**src/ecal_pkg.sv**
```systemverilog
// Shared types, constants and the control-store program of the epoch
// seconds to calendar converter. No dependencies.
package ecal_pkg;

  localparam int SEC_W   = 31;
  localparam int YEAR_W  = 11;
  localparam int MON_W   = 4;
  localparam int DAY_W   = 5;
  localparam int HOUR_W  = 5;
  localparam int MIN_W   = 6;
  localparam int WDAY_W  = 3;
  localparam int YRS_W   = 7;
  localparam int STEP_W  = 5;
  localparam int SHIFT_W = 3;
  localparam int INC_W   = 7;
  localparam int MAX_SHIFT = 5;

  localparam logic [YEAR_W-1:0] EPOCH_YEAR = 11'd1970;
  localparam logic [MON_W-1:0]  FEBRUARY   = 4'd1;
  localparam logic [MON_W-1:0]  LAST_MONTH = 4'd11;

  localparam logic [SEC_W-1:0] SECS_PER_MIN       = 31'd60;
  localparam logic [SEC_W-1:0] SECS_PER_HOUR      = 31'd3600;
  localparam logic [SEC_W-1:0] SECS_PER_DAY       = 31'd86400;
  localparam logic [SEC_W-1:0] SECS_PER_YEAR      = 31'd31536000;
  localparam logic [SEC_W-1:0] SECS_PER_LEAP_YEAR = 31'd31622400;
  localparam logic [SEC_W-1:0] SECS_PER_QUAD      = 31'd126230400;

  // Day counts modulo 7, used to keep the weekday running.
  localparam logic [WDAY_W-1:0] QUAD_MOD7      = 3'd5;
  localparam logic [WDAY_W-1:0] YEAR_MOD7      = 3'd1;
  localparam logic [WDAY_W-1:0] LEAP_YEAR_MOD7 = 3'd2;
  localparam logic [WDAY_W-1:0] DAY_MOD7       = 3'd1;
  localparam logic [WDAY_W-1:0] NONE_MOD7      = 3'd0;

  typedef enum logic [2:0] {
    SRC_QUAD,
    SRC_YEAR,
    SRC_MONTH,
    SRC_DAY,
    SRC_HOUR,
    SRC_MIN
  } src_t;

  typedef struct packed {
    src_t               src;
    logic [SHIFT_W-1:0] shift;
    logic               rpt;
    logic               last;
  } ctl_t;

  typedef struct packed {
    logic load;
    logic exec;
    ctl_t ctl;
    logic out_load;
  } dp_cmd_t;

  typedef struct packed {
    logic taken;
    logic out_free;
  } dp_stat_t;

  typedef enum logic [1:0] {
    ST_IDLE,
    ST_RUN,
    ST_FIN
  } seq_state_t;

  function automatic ctl_t mk_ctl(input src_t src, input logic [SHIFT_W-1:0] shift,
                                  input logic rpt, input logic last);
    ctl_t c;
    c.src   = src;
    c.shift = shift;
    c.rpt   = rpt;
    c.last  = last;
    return c;
  endfunction

  // Each step compares the remaining seconds against a base amount scaled
  // by a power of two and subtracts it when it fits. Repeating steps stay
  // put while the subtraction is taken.
  function automatic ctl_t ctl_rom(input logic [STEP_W-1:0] step);
    ctl_t c;
    case (step)
      5'd0:    c = mk_ctl(SRC_QUAD,  3'd4, 1'b0, 1'b0);
      5'd1:    c = mk_ctl(SRC_QUAD,  3'd3, 1'b0, 1'b0);
      5'd2:    c = mk_ctl(SRC_QUAD,  3'd2, 1'b0, 1'b0);
      5'd3:    c = mk_ctl(SRC_QUAD,  3'd1, 1'b0, 1'b0);
      5'd4:    c = mk_ctl(SRC_QUAD,  3'd0, 1'b0, 1'b0);
      5'd5:    c = mk_ctl(SRC_YEAR,  3'd0, 1'b1, 1'b0);
      5'd6:    c = mk_ctl(SRC_MONTH, 3'd0, 1'b1, 1'b0);
      5'd7:    c = mk_ctl(SRC_DAY,   3'd4, 1'b0, 1'b0);
      5'd8:    c = mk_ctl(SRC_DAY,   3'd3, 1'b0, 1'b0);
      5'd9:    c = mk_ctl(SRC_DAY,   3'd2, 1'b0, 1'b0);
      5'd10:   c = mk_ctl(SRC_DAY,   3'd1, 1'b0, 1'b0);
      5'd11:   c = mk_ctl(SRC_DAY,   3'd0, 1'b0, 1'b0);
      5'd12:   c = mk_ctl(SRC_HOUR,  3'd4, 1'b0, 1'b0);
      5'd13:   c = mk_ctl(SRC_HOUR,  3'd3, 1'b0, 1'b0);
      5'd14:   c = mk_ctl(SRC_HOUR,  3'd2, 1'b0, 1'b0);
      5'd15:   c = mk_ctl(SRC_HOUR,  3'd1, 1'b0, 1'b0);
      5'd16:   c = mk_ctl(SRC_HOUR,  3'd0, 1'b0, 1'b0);
      5'd17:   c = mk_ctl(SRC_MIN,   3'd5, 1'b0, 1'b0);
      5'd18:   c = mk_ctl(SRC_MIN,   3'd4, 1'b0, 1'b0);
      5'd19:   c = mk_ctl(SRC_MIN,   3'd3, 1'b0, 1'b0);
      5'd20:   c = mk_ctl(SRC_MIN,   3'd2, 1'b0, 1'b0);
      5'd21:   c = mk_ctl(SRC_MIN,   3'd1, 1'b0, 1'b0);
      5'd22:   c = mk_ctl(SRC_MIN,   3'd0, 1'b0, 1'b1);
      default: c = mk_ctl(SRC_MIN,   3'd0, 1'b0, 1'b1);
    endcase
    return c;
  endfunction

  function automatic logic [DAY_W-1:0] month_days(input logic [MON_W-1:0] mon,
                                                  input logic leap);
    logic [DAY_W-1:0] d;
    case (mon) inside
      FEBRUARY:                 d = leap ? 5'd29 : 5'd28;
      4'd3, 4'd5, 4'd8, 4'd10:  d = 5'd30;
      default:                  d = 5'd31;
    endcase
    return d;
  endfunction

  function automatic logic [SEC_W-1:0] days_secs(input logic [DAY_W-1:0] days);
    logic [SEC_W-1:0] s;
    case (days)
      5'd28:   s = 31'd2419200;
      5'd29:   s = 31'd2505600;
      5'd30:   s = 31'd2592000;
      default: s = 31'd2678400;
    endcase
    return s;
  endfunction

  function automatic logic [WDAY_W-1:0] days_mod7(input logic [DAY_W-1:0] days);
    logic [WDAY_W-1:0] m;
    case (days)
      5'd28:   m = 3'd0;
      5'd29:   m = 3'd1;
      5'd30:   m = 3'd2;
      default: m = 3'd3;
    endcase
    return m;
  endfunction

  // Multiplies a residue modulo 7 by two, sh times.
  function automatic logic [WDAY_W-1:0] scale_mod7(input logic [WDAY_W-1:0] val,
                                                   input logic [SHIFT_W-1:0] sh);
    logic [WDAY_W:0] v;
    v = {1'b0, val};
    for (int i = 0; i < MAX_SHIFT; i++) begin
      if (SHIFT_W'(i) < sh) begin
        v = {v[WDAY_W-1:0], 1'b0};
        if (v >= 4'd7) begin
          v = v - 4'd7;
        end
      end
    end
    return v[WDAY_W-1:0];
  endfunction

endpackage

```
**src/ecal_in_if.sv**
```systemverilog
// Input channel of the calendar converter: valid, ready and the seconds word.
// Depends on ecal_pkg.
interface ecal_in_if;
  import ecal_pkg::*;

  logic             valid;
  logic             ready;
  logic [SEC_W-1:0] seconds;

  modport source (output valid, output seconds, input ready);
  modport sink   (input valid, input seconds, output ready);
endinterface

```
**src/ecal_out_if.sv**
```systemverilog
// Result channel of the calendar converter: valid, ready and the date fields.
// Depends on ecal_pkg.
interface ecal_out_if;
  import ecal_pkg::*;

  logic              valid;
  logic              ready;
  logic [YEAR_W-1:0] year;
  logic [MON_W-1:0]  month;
  logic [DAY_W-1:0]  day;
  logic [HOUR_W-1:0] hour;
  logic [MIN_W-1:0]  minute;
  logic [MIN_W-1:0]  second;
  logic [WDAY_W-1:0] weekday;

  modport source (output valid, output year, output month, output day, output hour,
                  output minute, output second, output weekday, input ready);
  modport sink   (input valid, input year, input month, input day, input hour,
                  input minute, input second, input weekday, output ready);
endinterface

```
**src/ecal_seq.sv**
```systemverilog
// Microcode sequencer: step counter, control-store lookup and the
// accept/run/finish state machine. Depends on ecal_pkg.
module ecal_seq (
  input  logic               clk,
  input  logic               rst_n,
  input  logic               in_valid,
  output logic               in_ready,
  input  ecal_pkg::dp_stat_t stat,
  output ecal_pkg::dp_cmd_t  cmd
);
  import ecal_pkg::*;

  seq_state_t        state_r, state_nxt;
  logic [STEP_W-1:0] step_r, step_nxt;
  ctl_t              ctl;

  always_ff @(posedge clk) begin
    if (!rst_n) begin
      state_r <= ST_IDLE;
      step_r  <= '0;
    end else begin
      state_r <= state_nxt;
      step_r  <= step_nxt;
    end
  end

  always_comb begin
    ctl          = ctl_rom(step_r);
    state_nxt    = state_r;
    step_nxt     = step_r;
    in_ready     = 1'b0;
    cmd.load     = 1'b0;
    cmd.exec     = 1'b0;
    cmd.out_load = 1'b0;
    cmd.ctl      = ctl;
    case (state_r)
      ST_IDLE: begin
        in_ready = 1'b1;
        if (in_valid) begin
          cmd.load  = 1'b1;
          step_nxt  = '0;
          state_nxt = ST_RUN;
        end
      end
      ST_RUN: begin
        cmd.exec = 1'b1;
        if (stat.taken && ctl.rpt) begin
          step_nxt = step_r;
        end else if (ctl.last) begin
          state_nxt = ST_FIN;
        end else begin
          step_nxt = step_r + 1'b1;
        end
      end
      ST_FIN: begin
        // Wait here only while the previous word still sits unread.
        if (stat.out_free) begin
          cmd.out_load = 1'b1;
          state_nxt    = ST_IDLE;
        end
      end
      default: begin
        state_nxt = ST_IDLE;
      end
    endcase
  end

endmodule

```
**src/ecal_dp.sv**
```systemverilog
// Datapath of the calendar converter: remaining-seconds register with one
// scaled compare/subtract, field counters, weekday residue and output register.
// Depends on ecal_pkg and ecal_out_if.
module ecal_dp (
  input  logic                     clk,
  input  logic                     rst_n,
  input  ecal_pkg::dp_cmd_t        cmd,
  input  logic [ecal_pkg::SEC_W-1:0] seconds,
  output ecal_pkg::dp_stat_t       stat,
  ecal_out_if.source               out_ch
);
  import ecal_pkg::*;

  logic [SEC_W-1:0]  t_r, t_nxt;
  logic [YRS_W-1:0]  yrs_r, yrs_nxt;
  logic [MON_W-1:0]  mon_r, mon_nxt;
  logic [DAY_W-1:0]  dcnt_r, dcnt_nxt;
  logic [HOUR_W-1:0] hour_r, hour_nxt;
  logic [MIN_W-1:0]  min_r, min_nxt;
  logic [WDAY_W-1:0] wk_r, wk_nxt;

  logic              out_valid_r, out_valid_nxt;
  logic [YEAR_W-1:0] year_out_r;
  logic [MON_W-1:0]  month_out_r;
  logic [DAY_W-1:0]  day_out_r;
  logic [HOUR_W-1:0] hour_out_r;
  logic [MIN_W-1:0]  minute_out_r;
  logic [MIN_W-1:0]  second_out_r;
  logic [WDAY_W-1:0] weekday_out_r;

  logic              leap;
  logic [DAY_W-1:0]  mdays;
  logic [SEC_W-1:0]  base;
  logic [SEC_W-1:0]  k;
  logic [WDAY_W-1:0] bmod;
  logic [WDAY_W-1:0] wk_add;
  logic [WDAY_W:0]   wk_sum;
  logic [INC_W-1:0]  inc;
  logic              taken;

  assign leap  = (yrs_r[1:0] == 2'd2);
  assign mdays = month_days(mon_r, leap);

  always_comb begin
    case (cmd.ctl.src)
      SRC_QUAD: begin
        base = SECS_PER_QUAD;
        bmod = QUAD_MOD7;
      end
      SRC_YEAR: begin
        base = leap ? SECS_PER_LEAP_YEAR : SECS_PER_YEAR;
        bmod = leap ? LEAP_YEAR_MOD7 : YEAR_MOD7;
      end
      SRC_MONTH: begin
        base = days_secs(mdays);
        bmod = days_mod7(mdays);
      end
      SRC_DAY: begin
        base = SECS_PER_DAY;
        bmod = DAY_MOD7;
      end
      SRC_HOUR: begin
        base = SECS_PER_HOUR;
        bmod = NONE_MOD7;
      end
      default: begin
        base = SECS_PER_MIN;
        bmod = NONE_MOD7;
      end
    endcase
  end

  always_comb begin
    k      = base << cmd.ctl.shift;
    // December is never passed over, whatever remains.
    taken  = (t_r >= k) && !((cmd.ctl.src == SRC_MONTH) && (mon_r == LAST_MONTH));
    inc    = (cmd.ctl.src == SRC_QUAD) ? (INC_W'(4) << cmd.ctl.shift)
                                       : (INC_W'(1) << cmd.ctl.shift);
    wk_add = scale_mod7(bmod, cmd.ctl.shift);
    wk_sum = {1'b0, wk_r} + {1'b0, wk_add};

    t_nxt    = t_r;
    yrs_nxt  = yrs_r;
    mon_nxt  = mon_r;
    dcnt_nxt = dcnt_r;
    hour_nxt = hour_r;
    min_nxt  = min_r;
    wk_nxt   = wk_r;
    if (cmd.load) begin
      t_nxt    = seconds;
      yrs_nxt  = '0;
      mon_nxt  = '0;
      dcnt_nxt = '0;
      hour_nxt = '0;
      min_nxt  = '0;
      wk_nxt   = '0;
    end else if (cmd.exec && taken) begin
      t_nxt  = t_r - k;
      wk_nxt = (wk_sum >= 4'd7) ? WDAY_W'(wk_sum - 4'd7) : wk_sum[WDAY_W-1:0];
      case (cmd.ctl.src)
        SRC_QUAD, SRC_YEAR: yrs_nxt  = yrs_r + inc;
        SRC_MONTH:          mon_nxt  = mon_r + inc[MON_W-1:0];
        SRC_DAY:            dcnt_nxt = dcnt_r + inc[DAY_W-1:0];
        SRC_HOUR:           hour_nxt = hour_r + inc[HOUR_W-1:0];
        default:            min_nxt  = min_r + inc[MIN_W-1:0];
      endcase
    end
  end

  always_comb begin
    out_valid_nxt = out_valid_r;
    if (cmd.out_load) begin
      out_valid_nxt = 1'b1;
    end else if (out_ch.ready) begin
      out_valid_nxt = 1'b0;
    end
  end

  assign stat.taken    = taken;
  assign stat.out_free = !out_valid_r || out_ch.ready;

  always_ff @(posedge clk) begin
    if (!rst_n) begin
      out_valid_r <= 1'b0;
    end else begin
      out_valid_r <= out_valid_nxt;
    end
  end

  always_ff @(posedge clk) begin
    t_r    <= t_nxt;
    yrs_r  <= yrs_nxt;
    mon_r  <= mon_nxt;
    dcnt_r <= dcnt_nxt;
    hour_r <= hour_nxt;
    min_r  <= min_nxt;
    wk_r   <= wk_nxt;
    if (cmd.out_load) begin
      year_out_r    <= EPOCH_YEAR + YEAR_W'(yrs_r);
      month_out_r   <= mon_r;
      day_out_r     <= dcnt_r + 1'b1;
      hour_out_r    <= hour_r;
      minute_out_r  <= min_r;
      second_out_r  <= t_r[MIN_W-1:0];
      weekday_out_r <= wk_r;
    end
  end

  assign out_ch.valid   = out_valid_r;
  assign out_ch.year    = year_out_r;
  assign out_ch.month   = month_out_r;
  assign out_ch.day     = day_out_r;
  assign out_ch.hour    = hour_out_r;
  assign out_ch.minute  = minute_out_r;
  assign out_ch.second  = second_out_r;
  assign out_ch.weekday = weekday_out_r;

`ifndef SYNTHESIS
  a_month_in_year: assert property (@(posedge clk) disable iff (!rst_n)
    (cmd.exec && cmd.ctl.src == SRC_MONTH) |->
      (t_r < (leap ? SECS_PER_LEAP_YEAR : SECS_PER_YEAR)))
    else $error("remaining time exceeds a year during month steps");

  a_day_in_month: assert property (@(posedge clk) disable iff (!rst_n)
    (cmd.exec && cmd.ctl.src == SRC_DAY) |-> (t_r < days_secs(5'd31)))
    else $error("remaining time exceeds a month during day steps");

  a_hour_in_day: assert property (@(posedge clk) disable iff (!rst_n)
    (cmd.exec && cmd.ctl.src == SRC_HOUR) |-> (t_r < SECS_PER_DAY))
    else $error("remaining time exceeds a day during hour steps");

  a_min_in_hour: assert property (@(posedge clk) disable iff (!rst_n)
    (cmd.exec && cmd.ctl.src == SRC_MIN) |-> (t_r < SECS_PER_HOUR))
    else $error("remaining time exceeds an hour during minute steps");

  a_out_load: assert property (@(posedge clk) disable iff (!rst_n)
    cmd.out_load |=> out_valid_r)
    else $error("result register not marked valid after load");
`endif

endmodule

```
**src/epoch_seconds_to_calendar_core.sv**
```systemverilog
// Top level of the epoch seconds to calendar converter: sequencer plus datapath.
// Depends on ecal_pkg, ecal_in_if, ecal_out_if, ecal_seq and ecal_dp.
//
//   channel  | dir | word contents
//   ---------+-----+-----------------------------------------------------
//   in_ch    | in  | seconds (31 b)
//   out_ch   | out | year, month, day, hour, minute, second, weekday
//
// From acceptance to result a word passes the accept step, the 23 control steps
// with one repeat per whole year past the last four-year block (up to 3) and per
// whole month (up to 11), and the result-load step.
// All steps share the single compare/subtract against the remaining seconds.
// Reset clears the sequencer and the result valid flag; nothing else needs it.
// A new word is accepted while a result waits; a stalled result holds the
// next one in the finish step until the output register frees.
module epoch_seconds_to_calendar_core (
  input logic        clk,
  input logic        rst_n,
  ecal_in_if.sink    in_ch,
  ecal_out_if.source out_ch
);
  import ecal_pkg::*;

  dp_cmd_t  cmd;
  dp_stat_t stat;
  logic     in_ready;

  assign in_ch.ready = in_ready;

  ecal_seq u_seq (
    .clk      (clk),
    .rst_n    (rst_n),
    .in_valid (in_ch.valid),
    .in_ready (in_ready),
    .stat     (stat),
    .cmd      (cmd)
  );

  ecal_dp u_dp (
    .clk     (clk),
    .rst_n   (rst_n),
    .cmd     (cmd),
    .seconds (in_ch.seconds),
    .stat    (stat),
    .out_ch  (out_ch)
  );

endmodule

```
**src/flat_wrapper.sv**
```systemverilog
// flat-port wrapper written by rule: the top's interface ports become plain ports
module epoch_seconds_to_calendar_core_flat import ecal_pkg::*;
  (clk, rst_n, in_ch_valid, in_ch_seconds, in_ch_ready, out_ch_valid, out_ch_year, out_ch_month, out_ch_day, out_ch_hour, out_ch_minute, out_ch_second, out_ch_weekday, out_ch_ready);
  ecal_in_if in_ch_i ();
  ecal_out_if out_ch_i ();
  input logic clk;
  input logic rst_n;
  input wire logic [$bits(in_ch_i.valid)-1:0] in_ch_valid;
  input wire logic [$bits(in_ch_i.seconds)-1:0] in_ch_seconds;
  output wire logic [$bits(in_ch_i.ready)-1:0] in_ch_ready;
  output wire logic [$bits(out_ch_i.valid)-1:0] out_ch_valid;
  output wire logic [$bits(out_ch_i.year)-1:0] out_ch_year;
  output wire logic [$bits(out_ch_i.month)-1:0] out_ch_month;
  output wire logic [$bits(out_ch_i.day)-1:0] out_ch_day;
  output wire logic [$bits(out_ch_i.hour)-1:0] out_ch_hour;
  output wire logic [$bits(out_ch_i.minute)-1:0] out_ch_minute;
  output wire logic [$bits(out_ch_i.second)-1:0] out_ch_second;
  output wire logic [$bits(out_ch_i.weekday)-1:0] out_ch_weekday;
  input wire logic [$bits(out_ch_i.ready)-1:0] out_ch_ready;
  assign in_ch_i.valid = in_ch_valid;
  assign in_ch_i.seconds = in_ch_seconds;
  assign in_ch_ready = in_ch_i.ready;
  assign out_ch_valid = out_ch_i.valid;
  assign out_ch_year = out_ch_i.year;
  assign out_ch_month = out_ch_i.month;
  assign out_ch_day = out_ch_i.day;
  assign out_ch_hour = out_ch_i.hour;
  assign out_ch_minute = out_ch_i.minute;
  assign out_ch_second = out_ch_i.second;
  assign out_ch_weekday = out_ch_i.weekday;
  assign out_ch_i.ready = out_ch_ready;
  epoch_seconds_to_calendar_core u_core (.clk(clk), .rst_n(rst_n), .in_ch(in_ch_i), .out_ch(out_ch_i));
endmodule
```
**config.mk**
```make
export PLATFORM = sky130hd
export DESIGN_NAME = epoch_seconds_to_calendar_core_flat
export DESIGN_NICKNAME = d
export VERILOG_FILES = /design/src/ecal_pkg.sv /design/src/ecal_in_if.sv /design/src/ecal_out_if.sv /design/src/ecal_seq.sv /design/src/ecal_dp.sv /design/src/epoch_seconds_to_calendar_core.sv /design/src/flat_wrapper.sv
export SDC_FILE = /design/constraint.sdc
export NUM_CORES = 1
export LEC_CHECK = 0
export ABC_CLOCK_PERIOD_IN_PS = 7900
export BUFFER_PORTS_ARGS = -buffer_cell sky130_fd_sc_hd__buf_2
export CAP_MARGIN = 20
export CORE_ASPECT_RATIO = 1.5
export CORE_MARGIN = 5
export CORE_UTILIZATION = 45
export DETAILED_ROUTE_END_ITERATION = 10
export PLACE_DENSITY = 0.6
export REMOVE_ABC_BUFFERS = 1
export SYNTH_ARGS = -nofsm -noshare
export SYNTH_HDL_FRONTEND = slang
export SYNTH_HIERARCHICAL = 1
export SYNTH_SLANG_ARGS = --single-unit
```
**constraint.sdc**
```tcl
create_clock -name clk -period 7.9 [get_ports clk]
set_clock_uncertainty 0.2 [all_clocks]
set_input_delay 1.185 -clock clk [delete_from_list [all_inputs] [get_ports clk]]
set_output_delay 1.185 -clock clk [all_outputs]
set_load 0.005 [all_outputs]
```
==> results of run 1 <==
## power by group through the flow
stage / Sequential, W / Combinational [W] / Clock [W]
2_1_floorplan: 0.000744 / 0.000475 / 0
3_3_place_gp: 0.000748 / 0.000605 / 0
3_5_place_dp: 0.000750 / 0.000610 / 0
4_1_cts: 0.000738 / 0.000615 / 0.000792
5_1_grt: 0.000742 / 0.000692 / 0.000819
6_report: 0.000736 / 0.000611 / 0.000772
## Yosys cell counts, drive strengths merged, types with 6 or more instances
master,count,area (um2)
a21oi,62,322
edfxtp,69,2070
clkbuf,32,125
dfxtp,46,921
buf,15,118
nor3,28,140
xor2,20,175
o22ai,6,37.5
or2,7,43.8
o21ai,71,370
o21a,6,45.0
and2,9,57.6
ha,63,788
a31oi,7,43.8
a21o,32,245
mux2i,37,374
nor2b,9,56.3
o211ai,9,72.6
and3,6,43.8
nand3,23,115
inv,43,161
or3,11,68.8
a211oi,8,72.6
xnor2,29,254
fa,6,120
nand2,89,337
nor2,72,273
nand2b,11,71.3
## worst min-delay path by stage
stage	cells after the start	endpoint	start	slack, ns
global placement	0	u_core/u_dp/out_ch.minute[5]	u_core/u_dp/min_r[5]	0.23
finish	0	u_core/u_dp/out_ch.hour[4]	u_core/u_dp/hour_r[4]	0.25
CTS	0	u_core/u_dp/out_ch.minute[5]	u_core/u_dp/min_r[5]	0.25
floorplan	0	u_core/u_dp/out_ch.hour[4]	u_core/u_dp/hour_r[4]	0.22
global route	0	u_core/u_dp/out_ch.hour[4]	u_core/u_dp/hour_r[4]	0.27
detailed placement	0	u_core/u_dp/out_ch.minute[5]	u_core/u_dp/min_r[5]	0.24
## state kept, by name, summed over array words and instances (netlist names), 4 cells and up
name	flops
u_core/u_dp/hour_r	5
u_core/u_dp/yrs_r	7
u_core/u_dp/dcnt_r	5
u_core/u_seq/ctl	8
u_core/u_seq/step_r	5
u_core/u_dp/out_ch.year	9
u_core/u_dp/out_ch.day	5
u_core/u_dp/out_ch.hour	5
u_core/u_dp/mon_r	4
u_core/u_dp/out_ch.second	6
u_core/u_dp/min_r	6
u_core/u_dp/t_r	31
u_core/u_dp/out_ch.minute	6
u_core/u_dp/out_ch.month	4
## routing by layer
metal  wire length [um]  track usage  part of all wire  vias up
li1                   -            -                 -     3419
met1               8030        0.209              0.41     3132
met2              10200        0.338              0.52      149
met3                709       0.0388             0.036       35
met4                593       0.0813             0.030        0
met5                  0            0                 0        -
## cell families after synthesis
| family | count (synthesis) |
|---|---|
| XOR/XNOR | 49 |
| flip-flops | 115 |
| AO/OA/AOI/OAI | 250 |
| buffers and inverters | 92 |
| AND/OR/NAND/NOR | 293 |
| multiplexers | 42 |
| adder cells (fa/ha/maj) | 69 |
## worst register-to-register path, stage by stage, from the launching register on
cell	delay [ns]
dfxtp_1	0.79
clkinv_1	0.45
nor2_1	0.33
a21oi_1	0.13
nor2_1	0.35
a21oi_1	0.07
o21ai_0	0.24
o21a_1	0.16
mux2i_1	0.08
ha_1	0.39
a21o_2	0.23
a221o_2	0.41
o31a_2	0.30
and3b_2	0.28
a211oi_4	0.12
nor2_1	0.20
nor2_1	0.12
a21oi_4	0.27
mux2i_2	0.16
or4_4	0.52
nand2_2	0.23
xnor2_1	0.10
a311o_1	0.34
## per-stage QoR
stage	setup WS (ns)	instance area, um2
after floorplan	2.22	8040
after global placement	1.49	8740
after detailed placement	1.41	8740
after CTS	1.37	9340
after global routing	0.825	9360
final	1.33	9360
## final cells by class
cell class | count | area [um2]
clock buffers | 20 | 468
clock inverters | 12 | 130
fillers | 1736 | 8660
inverters | 44 | 165
multi-input cells | 703 | 4890
flip-flops and latches | 115 | 2990
well taps | 217 | 272
repair buffers | 82 | 438
==> impl_metrics.csv, run 1 <==
group,metric,value,unit
cells_and_area,drive_above_1_share,0.170,
clock_network,h-tree-depth,4,
cells_and_area,final_util,0.519,
setup_path,crit_end,"u_core/u_seq/ctl[3]",
cells_and_area,final_cell_mix,"nand2_1, buf_2, nor2_1, edfxtp_1, o21ai_0",
setup_path,startpoint,"u_core/u_seq/ctl[6]",
setup_path,rrSetupSlack,1.33,ns
global_routing,gr-total-overflow,0,
die,start_util,0.460,
sta,worst_pin_slew,0.996,ns
sta,maxSlewHeadroom,0.336,
yosys,synth-compound-area-share,0.202,
die,dieArea,21300,um2
global_routing,grt_pass1_wl,31900,um
setup_path,cp_max_fo,22,
drt,wl_per_cell,16.4,um
setup_path,cpLargestDelayFamily,"compound AO/OA/AOI/OAI gates",
sta,min_period,6.57,ns
clock_network,cts_buffer_depth,2,
clock_network,cts_root_buffer,"clkbuf_16",
clock_network,holdBufCountCts,0,
power_and_ir_drop,p_leak,4.02,nW
clock_network,cts.sink_count,115,
setup_path,worstPathBufferInverterCount,1,
die,die_h,176,um
yosys,synth-simple-area-share,0.173,
power_and_ir_drop,cellPowerDensity,227,nW/um2
die,rows,60,
sta,rsz0062_at_grt,"false",
clock_network,cts_tree,"done",
drt,totalWireLength,19600,um
cells_and_area,final_nets,1067,
setup_path,slowest_delay,0.79,ns
power_and_ir_drop,ir_worst_vdd,0.142,mV
yosys,synthMuxAreaShare,0.0519,
yosys,synthAdderAreaFrac,0.110,
die,core_area,18000,um2
clock_network,cts_resized,0,
cells_and_area,layout_commonest_cell,"nand2_1",
drt,ant_nets,0,
power_and_ir_drop,p_comb_frac,0.288,
yosys,synthCells,910,
sta,fin_tns_setup,0,ns
setup_path,path_cells,"clkinv_1, nor2_1, a21oi_1, nor2_1, a21oi_1, o21ai_0, o21a_1, mux2i_1, ha_1, a21o_2, a221o_2, o31a_2, and3b_2, a211oi_4, nor2_1, nor2_1, a21oi_4, mux2i_2, or4_4, nand2_2, xnor2_1, a311o_1",
placed_design,placedCellCount,1160,
yosys,synth_edf_count,69,
placed_design,routabilityCongestion,0.951,
global_routing,antenna_found_initial,0,
sta,hold_viol,0,
setup_path,r2r-start,"u_core/u_seq/ctl[6]",
sta,slew_violations,0,
yosys,syn_area,8290,um2
setup_path,cp.depth,22,
setup_path,worst_ep_arrival_time,6.67,ns
setup_path,worstPathRequired,8.00,ns
setup_path,rr_worst_depth,22,
status,status,"complete, no violations",
yosys,synth_top_family_by_area,"compound AO/OA/AOI/OAI gates",
yosys,yosysSeqAreaShare,0.361,
yosys,syn_area_per_cell,9.11,um2
setup_path,worstSetupEndpointType,"register",
yosys,synth_ff_type,"edfxtp_1",
clock_network,path_clk_slew,0.06,ns
placed_design,hpwlAfterDp,14500,um
power_and_ir_drop,power_frac_seq,0.348,
worst_hold_path,hold_path.class,"reg2reg",
global_routing,grt_use_total,0.187,
sta,post-route-period-util,0.832,
sta,setup_violations,0,
die,die_w,121,um
sta,whs,0.252,ns
yosys,synth_xor_area_frac,0.0518,
yosys,yosys_warnings,6,
setup_path,slowest_stage,"dfxtp_1",
cells_and_area,area_delta_synth_final,12.9,%
yosys,yosysUniqueCellTypes,98,
setup_path,start_kind,"register",
cells_and_area,layout.cells.non_filler,1193,
setup_path,critPathKind,"reg2reg",
clock_network,post_cts_buffers,0,
setup_path,rr_endpoint,"u_core/u_seq/ctl[3]",
power_and_ir_drop,switching_share,0.312,
sta,fmax,152,MHz
global_routing,grt_max_degree,57,
placed_design,port_buffers,76,
clock_network,clk_latency,0.42,ns
clock_network,numCtsBuffers,17,
setup_path,cpMostUsedCell,"nor2_1",
cells_and_area,n_antenna_cell,0,
power_and_ir_drop,p_switching,0.000661,W
drt,drt_iter0_drc,464,
yosys,async_flop_share,0,
yosys,yosys_register_bits,115,
global_routing,grt_pass1_vias,6566,
drt,first_pass_iters,5,
die,pin_count,77,
power_and_ir_drop,internal-power,0.00146,W
job,maxCapViolCount,0,
power_and_ir_drop,p_total,0.00212,W
drt,drc,0,
drt,num_vias,6735,
power_and_ir_drop,clkPwrFrac,0.364,
drt,via_per_inst,5.65,
Power figures use the tool's default switching activity.
==> run 2: changes to the inputs <==
--- a/config.mk
+++ b/config.mk
@@ -5,14 +5,14 @@
 export SDC_FILE = /design/constraint.sdc
 export NUM_CORES = 1
 export LEC_CHECK = 0
-export ABC_CLOCK_PERIOD_IN_PS = 7900
+export ABC_CLOCK_PERIOD_IN_PS = 5600
 export BUFFER_PORTS_ARGS = -buffer_cell sky130_fd_sc_hd__buf_2
 export CAP_MARGIN = 20
 export CORE_ASPECT_RATIO = 1.5
 export CORE_MARGIN = 5
 export CORE_UTILIZATION = 45
 export DETAILED_ROUTE_END_ITERATION = 10
-export PLACE_DENSITY = 0.6
+export PLACE_DENSITY = 0.63
 export REMOVE_ABC_BUFFERS = 1
 export SYNTH_ARGS = -nofsm -noshare
 export SYNTH_HDL_FRONTEND = slang
==> constraint.sdc (replaced) <==
create_clock -name clk -period 5.6 [get_ports clk]
set_clock_uncertainty 0.2 [all_clocks]
set_input_delay 0.84 -clock clk [delete_from_list [all_inputs] [get_ports clk]]
set_output_delay 0.84 -clock clk [all_outputs]
set_load 0.005 [all_outputs]
==> impl_metrics.csv, run 2 (same netlist as run 1, synthesis figures left out) <==
group,metric,value,unit
setup_path,rrSetupSlack,0.11,ns
placed_design,dp_slack,-0.0492,ns
die,dieArea,21300,um2
power_and_ir_drop,power_frac_seq,0.327,
job,maxCapViolCount,0,
die,rows,60,
cells_and_area,regMostFlops,"u_core/u_dp/t_r",
cells_and_area,layout_commonest_cell,"nand2_1",
power_and_ir_drop,p_comb_frac,0.294,
setup_path,r2r-start,"u_core/u_dp/mon_r[1]",
setup_path,worstPathRequired,5.72,ns
drt,totalWireLength,20500,um
cells_and_area,drive_above_1_share,0.249,
die,die_h,176,um
power_and_ir_drop,switching_share,0.301,
sta,worst_pin_slew,0.907,ns
power_and_ir_drop,p_switching,0.000954,W
power_and_ir_drop,internal-power,0.00221,W
drt,num_vias,6977,
worst_hold_path,hold_path.class,"reg2reg",
setup_path,slowest_stage,"o41a_1",
power_and_ir_drop,cellPowerDensity,314,nW/um2
cells_and_area,area_delta_synth_final,21.6,%
setup_path,worst_ep_arrival_time,5.61,ns
die,core_area,18000,um2
sta,fmax,182,MHz
sta,post-route-period-util,0.980,
drt,via_per_inst,5.56,
cells_and_area,n_antenna_cell,0,
sta,worst_slack,0.110,ns
die,die_w,121,um
sta,min_period,5.49,ns
sta,slew_violations,0,
clock_network,numCtsBuffers,17,
global_routing,grt_pass1_vias,6617,
setup_path,startpoint,"u_core/u_dp/mon_r[1]",
clock_network,cts_buffer_depth,2,
placed_design,placed_area,9060,um2
sta,setup_violations,0,
setup_path,start_kind,"register",
power_and_ir_drop,ir_worst_vdd,0.230,mV
placed_design,port_buffers,76,
worst_hold_path,min_to,"u_core/u_dp/out_ch.hour[4]",
worst_hold_path,whs_path_depth,0,
cells_and_area,fin_area,10100,um2
clock_network,path_clk_slew,0.06,ns
status,status,"complete, no violations",
power_and_ir_drop,p_leak,4.39,nW
drt,drc,0,
cells_and_area,largest_reg_flops,31,
global_routing,gr-total-overflow,0,
global_routing,grt_use_total,0.189,
cells_and_area,final_nets,1128,
global_routing,antenna_found_initial,0,
clock_network,clk_latency,0.42,ns
setup_path,slowest_delay,0.44,ns
sta,rsz0062_at_grt,"true",
drt,first_pass_iters,5,
cells_and_area,layout.cells.non_filler,1254,
power_and_ir_drop,clkPwrFrac,0.379,
drt,wl_per_cell,16.3,um
power_and_ir_drop,p_total,0.00316,W
sta,maxSlewHeadroom,0.391,
sta,hold_viol,0,
setup_path,cp_max_fo,5,
placed_design,hpwlAfterDp,14800,um
placed_design,routabilityCongestion,0.918,
die,pin_count,77,
placed_design,placedCellCount,1204,
clock_network,cts_tree,"done",
drt,drt_iter0_drc,485,
sta,whs,0.247,ns
worst_hold_path,min-delay-start,"u_core/u_dp/hour_r[4]",
clock_network,cts.sink_count,115,
clock_network,cts_root_buffer,"clkbuf_16",
cells_and_area,final_cell_mix,"nand2_1, buf_2, edfxtp_1, nor2_1",
global_routing,grt_max_degree,57,
drt,ant_nets,0,
setup_path,rr_endpoint,"u_core/u_seq/ctl[4]",
die,start_util,0.460,
clock_network,h-tree-depth,4,
global_routing,grt_pass1_wl,32200,um
setup_path,rr_worst_depth,25,
setup_path,critPathKind,"reg2reg",
setup_path,worstSetupEndpointType,"register",
[run 2: cell count changes in the layout (fill, tap and decap cells not counted), sizes merged]
| cell | delta |
|---|---|
| clkinv | -3 |
| inv | +2 |
| buf | +61 |
| clkinvlp | -3 |
| clkbuf | +3 |
| bufinv | +1 |
[run 2: worst max-delay path by stage]
stage / slack (ns) / cells past startpoint / endpoint
6_report: 0.11 / 25 / u_core/u_seq/ctl[4]
4_1_cts: 0.02 / 24 / u_core/u_seq/ctl[5]
3_3_place_gp: 0.09 / 27 / u_core/u_seq/ctl[2]
2_1_floorplan: -0.08 / 20 / u_core/u_seq/ctl[3]
3_5_place_dp: -0.05 / 27 / u_core/u_seq/ctl[4]
5_1_grt: -0.1 / 25 / u_core/u_seq/ctl[4]
[run 2: timing repair]
| action | CTS | global route |
|---|---|---|
| hold buffers | 0 | 0 |
| pin swaps | 2 | 23 |
| gates resized for setup | 2 | 50 |
| endpoints found under the setup margin | 5 | 9 |
| buffers inserted | 0 | 17 |
[run 2: cell type report]
cell class / count / area [um2]
Timing Repair Buffer: 143 / 915
Fill cell: 1617 / 7930
Sequential cell: 115 / 3000
Clock inverter: 9 / 135
Inverter: 44 / 165
Clock buffer: 23 / 531
Tap cell: 217 / 272
Multi-Input combinational cell: 703 / 5070
[run 2: worst max-delay path, delay by kind of cell, from the launching register on]
| family | cells | cell delay [ns] |
|---|---|---|
| adder cells (fa/ha/maj) | 3 | 0.80 |
| flip-flops | 1 | 0.35 |
| buffers and inverters | 2 | 0.25 |
| AO/OA/AOI/OAI | 10 | 2.41 |
| AND/OR/NAND/NOR | 8 | 1.09 |
| multiplexers | 2 | 0.29 |
[run 2: stage by stage]
stage / util / TNS, ns
3_5_place_dp: 0.503 / -0.0513
5_1_grt: 0.560 / -0.498
6_report: 0.560 / 0
4_1_cts: 0.540 / 0
2_1_floorplan: - / -0.0849
3_3_place_gp: 0.503 / 0
[run 2: metal layers]
layer  vias up  track usage  routed length, um  part of all wire
met4         0       0.0836                695             0.034
li1       3546            -                  -                 -
met3        40       0.0327                513             0.025
met5         -            0                  0                 0
met2       130        0.349              10700              0.52
met1      3261        0.210               8570              0.42
[run 2: power groups by stage]
| stage | Sequential, W | Clock [W] | Combinational (W) |
|---|---|---|---|
| detailed placement | 0.00105 | 0 | 0.000897 |
| floorplan | 0.00105 | 0 | 0.000671 |
| global placement | 0.00105 | 0 | 0.000888 |
| CTS | 0.00104 | 0.00122 | 0.000910 |
| finish | 0.00104 | 0.00120 | 0.000930 |
| global route | 0.00104 | 0.00126 | 0.00103 |
==> run 3: changes to the inputs <==
--- a/config.mk
+++ b/config.mk
@@ -5,14 +5,14 @@
 export SDC_FILE = /design/constraint.sdc
 export NUM_CORES = 1
 export LEC_CHECK = 0
-export ABC_CLOCK_PERIOD_IN_PS = 5600
+export ABC_CLOCK_PERIOD_IN_PS = 6500
 export BUFFER_PORTS_ARGS = -buffer_cell sky130_fd_sc_hd__buf_2
 export CAP_MARGIN = 20
 export CORE_ASPECT_RATIO = 1.5
 export CORE_MARGIN = 5
 export CORE_UTILIZATION = 45
 export DETAILED_ROUTE_END_ITERATION = 10
-export PLACE_DENSITY = 0.63
+export PLACE_DENSITY = 0.6
 export REMOVE_ABC_BUFFERS = 1
 export SYNTH_ARGS = -nofsm -noshare
 export SYNTH_HDL_FRONTEND = slang
==> constraint.sdc (replaced) <==
create_clock -name clk -period 6.5 [get_ports clk]
set_clock_uncertainty 0.2 [all_clocks]
set_input_delay 0.975 -clock clk [delete_from_list [all_inputs] [get_ports clk]]
set_output_delay 0.975 -clock clk [all_outputs]
set_load 0.005 [all_outputs]
==> impl_metrics.csv, run 3 (same netlist as run 1, synthesis figures left out) <==
group,metric,value,unit
clock_network,post_cts_buffers,0,
sta,min_period,6.13,ns
drt,first_pass_iters,5,
clock_network,cts_buffer_depth,2,
sta,post-route-period-util,0.944,
global_routing,grt_max_degree,48,
power_and_ir_drop,ir_worst_vdd,0.164,mV
die,dieArea,21300,um2
setup_path,slowest_delay,0.53,ns
clock_network,cts_root_buffer,"clkbuf_16",
status,status,"complete, no violations",
clock_network,clk_latency,0.42,ns
sta,maxSlewHeadroom,0.290,
setup_path,worstSetupEndpointType,"register",
clock_network,holdBufCountCts,0,
global_routing,grt_pass1_vias,6499,
placed_design,hpwlAfterDp,14700,um
sta,setup_violations,0,
worst_hold_path,hold_path.class,"reg2reg",
global_routing,gr-total-overflow,0,
clock_network,cts_resized,0,
cells_and_area,final_cell_mix,"nand2_1, buf_2, nor2_1, edfxtp_1, o21ai_0",
power_and_ir_drop,clkPwrFrac,0.335,
power_and_ir_drop,p_leak,4.06,nW
global_routing,grt_use_total,0.188,
setup_path,cp_max_fo,12,
power_and_ir_drop,switching_share,0.321,
die,rows,60,
setup_path,worst_ep_arrival_time,6.24,ns
clock_network,cts.sink_count,115,
cells_and_area,layout.cells.non_filler,1205,
cells_and_area,layout_commonest_cell,"nand2_1",
sta,worst_pin_slew,1.06,ns
cells_and_area,fillerInstances,1737,
worst_hold_path,min-delay-start,"u_core/u_dp/min_r[5]",
placed_design,placedCellCount,1172,
drt,wl_per_cell,16.3,um
setup_path,startpoint,"u_core/u_dp/yrs_r[0]",
cells_and_area,regMostFlops,"u_core/u_dp/t_r",
setup_path,critPathKind,"reg2reg",
power_and_ir_drop,p_switching,0.000795,W
sta,fmax,163,MHz
placed_design,placed_area,8820,um2
sta,worst_slack,0.365,ns
die,die_w,121,um
drt,drc,0,
global_routing,grt_pass1_wl,31900,um
job,maxCapViolCount,0,
placed_design,routabilityCongestion,0.937,
sta,hold_viol,0,
sta,fin_tns_setup,0,ns
drt,via_per_inst,5.66,
power_and_ir_drop,power_frac_seq,0.361,
setup_path,start_kind,"register",
cells_and_area,n_antenna_cell,0,
placed_design,dp_slack,0.299,ns
setup_path,r2r-start,"u_core/u_dp/yrs_r[0]",
setup_path,path_cells,"nand2b_2, nor3_1, o41a_1, ha_1, a211oi_1, nor3_1, nand2_1, o21ai_0, o21a_1, mux2i_1, ha_1, a21o_2, a221o_2, o31a_2, and3b_2, a211oi_4, nor2_1, nor2_1, a21oi_4, mux2i_2, or4_4, nand2_4, xnor2_1, a311o_1",
setup_path,rrSetupSlack,0.37,ns
clock_network,cts_tree,"done",
setup_path,worstPathRequired,6.60,ns
drt,drt_iter0_drc,467,
sta,rsz0062_at_grt,"false",
die,core_area,18000,um2
cells_and_area,fin_area,9380,um2
setup_path,slowest_stage,"or4_4",
die,die_h,176,um
global_routing,antenna_found_initial,0,
power_and_ir_drop,cellPowerDensity,264,nW/um2
die,pin_count,77,
cells_and_area,area_delta_synth_final,13.2,%
sta,slew_violations,0,
clock_network,path_clk_slew,0.05,ns
drt,totalWireLength,19700,um
clock_network,h-tree-depth,4,
placed_design,port_buffers,76,
sta,whs,0.245,ns
clock_network,numCtsBuffers,17,
cells_and_area,final_nets,1079,
drt,ant_nets,0,
drt,num_vias,6816,
power_and_ir_drop,p_comb_frac,0.304,
cells_and_area,largest_reg_flops,31,
power_and_ir_drop,internal-power,0.00168,W
cells_and_area,drive_above_1_share,0.180,
die,start_util,0.460,
==> run 3: power groups by stage <==
stage	clock, W	combinational, W	sequential, W
global route	0.000885	0.000851	0.000899
global placement	0	0.000743	0.000908
detailed placement	0	0.000748	0.000910
CTS	0.000852	0.000755	0.000895
finish	0.000831	0.000753	0.000894
floorplan	0	0.000578	0.000904
==> run 3: critical path, delay by kind of cell, from the launching register on <==
kind,cells,cell delay (ns)
AO/OA/AOI/OAI,10,2.68
XOR/XNOR,1,0.08
multiplexers,2,0.29
flip-flops,1,0.39
adder cells (fa/ha/maj),2,0.60
AND/OR/NAND/NOR,9,1.76
==> run 3: through the flow <==
| stage | power, W | utilization |
|---|---|---|
| after global placement | 0.00165 | 0.490 |
| after CTS | 0.00250 | 0.519 |
| after detailed placement | 0.00166 | 0.490 |
| after global routing | 0.00264 | 0.521 |
| final | 0.00248 | 0.521 |
| after floorplan | 0.00148 | - |
==> run 3: layout make-up <==
| type | instances | area, um2 | area share |
|---|---|---|---|
| clock inverter | 10 | 60.1 | 0.00640 |
| timing repair buffer | 94 | 528 | 0.0563 |
| sequential | 115 | 2990 | 0.319 |
| multi-input combinational | 703 | 4900 | 0.522 |
| tap | 217 | 272 | 0.0289 |
| inverter | 44 | 165 | 0.0176 |
| clock buffer | 22 | 464 | 0.0495 |
==> run 3: path summary, 6_finish.rpt <==
path	endpoint	cells after the start
worst max register to register	u_core/u_seq/ctl[3]	24
worst min register to register	u_core/u_dp/out_ch.minute[5]	0
worst min-delay path	u_core/u_dp/out_ch.minute[5]	0
worst max-delay path	u_core/u_seq/ctl[3]	24
==> run 3: routing by layer <==
metal,part of all wire,vias to the layer above,global-route usage
li1,-,3448,-
met1,0.42,3205,0.212
met2,0.53,130,0.346
met3,0.029,33,0.0337
met4,0.028,0,0.0789
met5,0,-,0
